### src/hdl/pcmh_pkg.sv
// shared types and constants of the max-height grid rasterizer
`default_nettype none
package pcmh_pkg;

    // request command codes
    localparam logic [1:0] CMD_ADD      = 2'd0;
    localparam logic [1:0] CMD_READ     = 2'd1;
    localparam logic [1:0] CMD_READ_CLR = 2'd2;

    // configuration register indexes
    localparam int         CFG_IDX_W         = 3;
    localparam logic [2:0] REG_MIN_X         = 3'd0;
    localparam logic [2:0] REG_MIN_Y         = 3'd1;
    localparam logic [2:0] REG_MIN_Z         = 3'd2;
    localparam logic [2:0] REG_INV_CELL_SIZE = 3'd3;
    localparam logic [2:0] REG_HEIGHT_SCALE  = 3'd4;
    localparam logic [2:0] REG_GRID_COLS     = 3'd5;
    localparam logic [2:0] REG_GRID_ROWS     = 3'd6;

    // saturation limits
    localparam logic [7:0] HEIGHT_MAX = 8'd255;
    localparam logic [8:0] IDX_MAX    = 9'd511;

    // decoupling queue
    localparam int Q_DEPTH = 4;
    localparam int Q_PTR_W = $clog2(Q_DEPTH);
    localparam int Q_CNT_W = $clog2(Q_DEPTH + 1);

    typedef struct packed {
        logic [1:0]         cmd;
        logic signed [31:0] pos_x;
        logic signed [31:0] pos_y;
        logic signed [31:0] pos_z;
        logic [8:0]         read_col;
        logic [8:0]         read_row;
    } pcmh_req_t;

    typedef struct packed {
        logic [7:0] cell_height;
        logic       in_grid;
        logic       raised;
        logic [8:0] cell_col;
        logic [8:0] cell_row;
    } pcmh_rsp_t;

    typedef struct packed {
        logic signed [31:0] min_x;
        logic signed [31:0] min_y;
        logic signed [31:0] min_z;
        logic [31:0]        inv_cell_size;
        logic [31:0]        height_scale;
        logic [9:0]         grid_cols;
        logic [9:0]         grid_rows;
    } pcmh_cfg_t;

    // classified request handed from front to back
    typedef struct packed {
        logic [1:0] cmd;
        logic       in_grid;
        logic [7:0] height;
        logic [8:0] col;
        logic [8:0] row;
    } pcmh_item_t;

    typedef struct packed {
        logic empty;
        logic full;
    } pcmh_q_stat_t;

    typedef struct packed {
        logic clearing;
    } pcmh_bk_stat_t;

    typedef enum logic [1:0] {
        BK_CLEAR,
        BK_IDLE,
        BK_UPDATE
    } pcmh_bk_state_t;

endpackage
`default_nettype wire

### src/hdl/pcmh_queue.sv
// small fifo between the front and back ends
`default_nettype none
module pcmh_queue
    import pcmh_pkg::*;
#(
    parameter int AW = 18
) (
    input  wire logic          clk,
    input  wire logic          rst_n,
    input  wire logic          push,
    input  wire pcmh_item_t    push_item,
    input  wire logic [AW-1:0] push_addr,
    input  wire logic          pop,
    output pcmh_item_t         head_item,
    output logic [AW-1:0]      head_addr,
    output pcmh_q_stat_t       stat
);

    pcmh_item_t           item_mem_reg [Q_DEPTH];
    logic [AW-1:0]        addr_mem_reg [Q_DEPTH];
    logic [Q_PTR_W-1:0]   wr_ptr_reg;
    logic [Q_PTR_W-1:0]   rd_ptr_reg;
    logic [Q_CNT_W-1:0]   count_reg;

    always_ff @(posedge clk or negedge rst_n)
    begin
        if (!rst_n)
        begin
            wr_ptr_reg <= '0;
            rd_ptr_reg <= '0;
            count_reg  <= '0;
        end
        else
        begin
            if (push)
                wr_ptr_reg <= wr_ptr_reg + 1'b1;
            if (pop)
                rd_ptr_reg <= rd_ptr_reg + 1'b1;
            if (push && !pop)
                count_reg <= count_reg + 1'b1;
            else if (pop && !push)
                count_reg <= count_reg - 1'b1;
        end
    end

    always_ff @(posedge clk)
    begin
        if (push)
        begin
            item_mem_reg[wr_ptr_reg] <= push_item;
            addr_mem_reg[wr_ptr_reg] <= push_addr;
        end
    end

    assign head_item  = item_mem_reg[rd_ptr_reg];
    assign head_addr  = addr_mem_reg[rd_ptr_reg];
    assign stat.empty = (count_reg == '0);
    assign stat.full  = (count_reg == Q_CNT_W'(Q_DEPTH));

endmodule
`default_nettype wire

### config.mk
export PLATFORM = sky130hd
export DESIGN_NAME = pcmh_queue
export DESIGN_NICKNAME = d
export VERILOG_FILES = /design/src/hdl/pcmh_pkg.sv /design/src/hdl/pcmh_queue.sv
export SDC_FILE = /design/constraint.sdc
export NUM_CORES = 1
export LEC_CHECK = 0
export BUFFER_PORTS_ARGS = -buffer_cell sky130_fd_sc_hd__clkbuf_2
export CAP_MARGIN = 5
export CORE_UTILIZATION = 35
export DETAILED_ROUTE_END_ITERATION = 7
export MAX_ROUTING_LAYER = met4
export SETUP_SLACK_MARGIN = 0.2
export SLEW_MARGIN = 20
export SYNTH_ARGS = -nofsm -noshare
export SYNTH_HDL_FRONTEND = slang
export SYNTH_SLANG_ARGS = --single-unit
### constraint.sdc
create_clock -name clk -period 2.5 [get_ports clk]
set_input_delay 0.375 -clock clk [delete_from_list [all_inputs] [get_ports clk]]
set_output_delay 0.375 -clock clk [all_outputs]
set_load 0.02 [all_outputs]
==> impl_metrics.py <==
metrics = {
    "yosys": {
        "syn_inst": 280,
        "ys_warn_count": 0,
        "ys_types": 21,
        "syn_area_per_cell_sq_um": 25.7,
        "synth.top_cell.area_share_pct": 78.4,
        "syn-cell-area_sq_um": 7200,
        "synth_fp_nets": 337,
        "synthTopCellsByArea": "edfxtp_1 (78%), mux4_2 (14%), dfrtp_1 (2.4%)",
        "seq_area_frac_synth_pct": 80.9,
        "synth_top_cell_by_area": "edfxtp_1",
        "synth-seq-cells": 195,
    },
    "detailed_routing": {
        "num_vias": 3227,
        "dr.pass1.iters": 4,
        "drc": 0,
        "final_antenna_net_count": 0,
        "drt_iter0_markers": 134,
        "routed_via_density": 4.71,
        "drt-total-wl_microns": 13000,
        "drt-wirelength-per-cell_microns": 19.0,
    },
    "hold_path": {
        "whs_path_depth": 1,
        "worst_hold_path_type": "input port to flip-flop",
    },
    "floorplan": {
        "fp.dieH_microns": 145,
        "dieArea_sq_um": 21100,
        "start_util_pct": 35.7,
        "dieWidth_microns": 145,
        "core_sq_um": 20200,
        "row_count": 52,
        "io_pins": 100,
    },
    "cells_and_area": {
        "utilization_pct": 43.0,
        "largest_register_ffs": 116,
        "fillers": 1779,
        "layout_common_cells": "edfxtp_1 (188), clkbuf_2 (99), mux4_2 (45)",
        "final_common_cell": "edfxtp_1",
        "syn_to_final_growth_pct": 20.5,
        "drive_gt1_share_pct": 46.5,
        "final_nets": 459,
        "n_antenna_cell": 0,
    },
    "grt": {
        "grt_max_degree": 30,
        "antenna_found_initial": 0,
        "grt_pass1_vias": 3588,
        "grt_first_pass_wirelength_microns": 20600,
        "grt_overflow_total": 0,
        "grt_use_total_pct": 13.7,
    },
    "sta": {
        "period_needed_ns": 2.23,
        "fin_crit_sh_pct": 89.3,
        "tightest_slew_ns": 0.482,
        "setup_viol_count_final": 0,
        "tns_ns": 0,
        "skew_ns": 0.0143,
        "slew_headroom_pct": 67.9,
        "slew_viol_final": 0,
        "grt_setup_unrepaired": "yes",
        "fmax_mhz": 448,
        "hold_violations": 0,
        "timing.final.ws_setup_ns": 0.268,
    },
    "clock_network": {
        "h-tree-depth": 4,
        "path_clk_slew_ns": 0.07,
        "cts_buffers": 17,
        "clock_latency_ns": 0.42,
        "clock-sinks": 195,
        "cts_resized": 0,
        "clockRootBuffer": "clkbuf_16",
        "clockBufferDepth": 2,
        "cts_tree": "yes",
    },
    "critical_path": {
        "arrival_ns": 1.86,
        "crit_required_ns": 2.12,
        "cp_max_fo": 7,
        "endpoint_kind": "output pin",
        "crit_path_start_kind": "flip-flop",
        "path_class": "flip-flop to output pin",
        "r2r_slack_ns": 0.91,
        "ff2ff_path_depth": 4,
    },
    "outcome": {
        "outcome": "finished, final reports clean",
    },
    "power_and_ir_drop": {
        "clock_power_share_pct": 26.1,
        "p_seq_share_pct": 42.4,
        "power.density_nw_per_um2": 1210,
        "internal_power_mw": 7.23,
        "ir_worst_vdd_mv": 0.474,
        "p_switching_mw": 3.28,
        "leakagePower_nw": 3.02,
        "switching_share_pct": 31.2,
        "pwr-share-comb_pct": 31.5,
    },
    "placement": {
        "io_buffers": 99,
        "gp_congestion": 0.657,
        "place_ws_ns": 0.469,
        "dpl.hpwl_microns": 7860,
    },
    "run": {
        "drv_cap": 0,
    },
}
-- area by class of cell --
class	count	area, sq um	share of cell area (%)
Tap cell	270	338	3.89
Sequential cell	195	5830	67.2
Inverter	4	15.0	0.173
Clock buffer	20	437	5.03
Clock inverter	12	153	1.76
Multi-Input combinational cell	70	1270	14.7
Timing Repair Buffer	114	636	7.33
-- Yosys cell counts, drive strengths merged --
master	instances
nand2	2
xor2	4
nor3b	1
and2	4
nor2	1
inv	4
dfrtp	7
mux2	1
o21ai	1
fa	1
mux4	47
clkbuf	2
xnor2	2
edfxtp	188
buf	9
nor3	1
ha	5
-- cell families after synthesis --
family | synth area share, %
xor gates and xnor gates | 0.730
adders and majority gates | 1.15
buffers and inverters | 1.55
AOI/OAI and AO/OA | 0.0695
DFF | 80.9
and+or+nand+nor | 0.678
muxes | 15.0
-- power by group through the flow --
stage                     sequential, mW  clock, mW  combinational [mW]
after detailed placement            4.60          0                3.32
after global placement              4.56          0                3.29
after CTS                           4.47       2.82                3.42
final                               4.46       2.74                3.31
after global routing                4.52       2.92                3.57
after floorplan                     4.48          0                2.37
-- routing by layer --
metal | GRT usage (%) | up-vias | part of all wire (%)
met3 | 2.98 | 13 | 3.8
met2 | 22.0 | 84 | 50
met1 | 17.1 | 1698 | 45
met4 | 5.05 | 0 | 1.2
met5 | - | - | 0
li1 | - | 1432 | -
-- critical path, cell delays in order, from the launching register on --
cell and delay [ns]:
dfrtp_4 0.47, buf_4 0.22, mux4_1 0.57, clkbuf_2 0.17
-- per-stage QoR --
| stage | hold WS, ns | cells | instance area [sq um] | total power [mW] |
|---|---|---|---|---|
| floorplan | 0.0794 | 280 | 7200 | 6.85 |
| global placement | 0.227 | 650 | 8060 | 7.85 |
| detailed placement | 0.235 | 650 | 8060 | 7.92 |
| CTS | 0.141 | 685 | 8670 | 10.7 |
| global route | 0.145 | 685 | 8670 | 11.0 |
| finish | 0.158 | 685 | 8670 | 10.5 |
-- worst paths after layout --
kind	startpoint	end
max	rd_ptr_reg[0]	head_addr[17]
min	push_item[22]	item_mem_reg[0][22]
max reg2reg	wr_ptr_reg[0]	item_mem_reg[0][17]
min reg2reg	count_reg[2]	count_reg[2]
max in group asynchronous	rst_n	rd_ptr_reg[0]
min in group asynchronous	rst_n	wr_ptr_reg[0]
-- repair_timing --
action,CTS,global route
endpoints found under the hold margin,7,0
buffers inserted,2,0
endpoints found under the setup margin,36,5
hold buffers,1,0
Note: power is estimated with default switching activity, not from simulation.
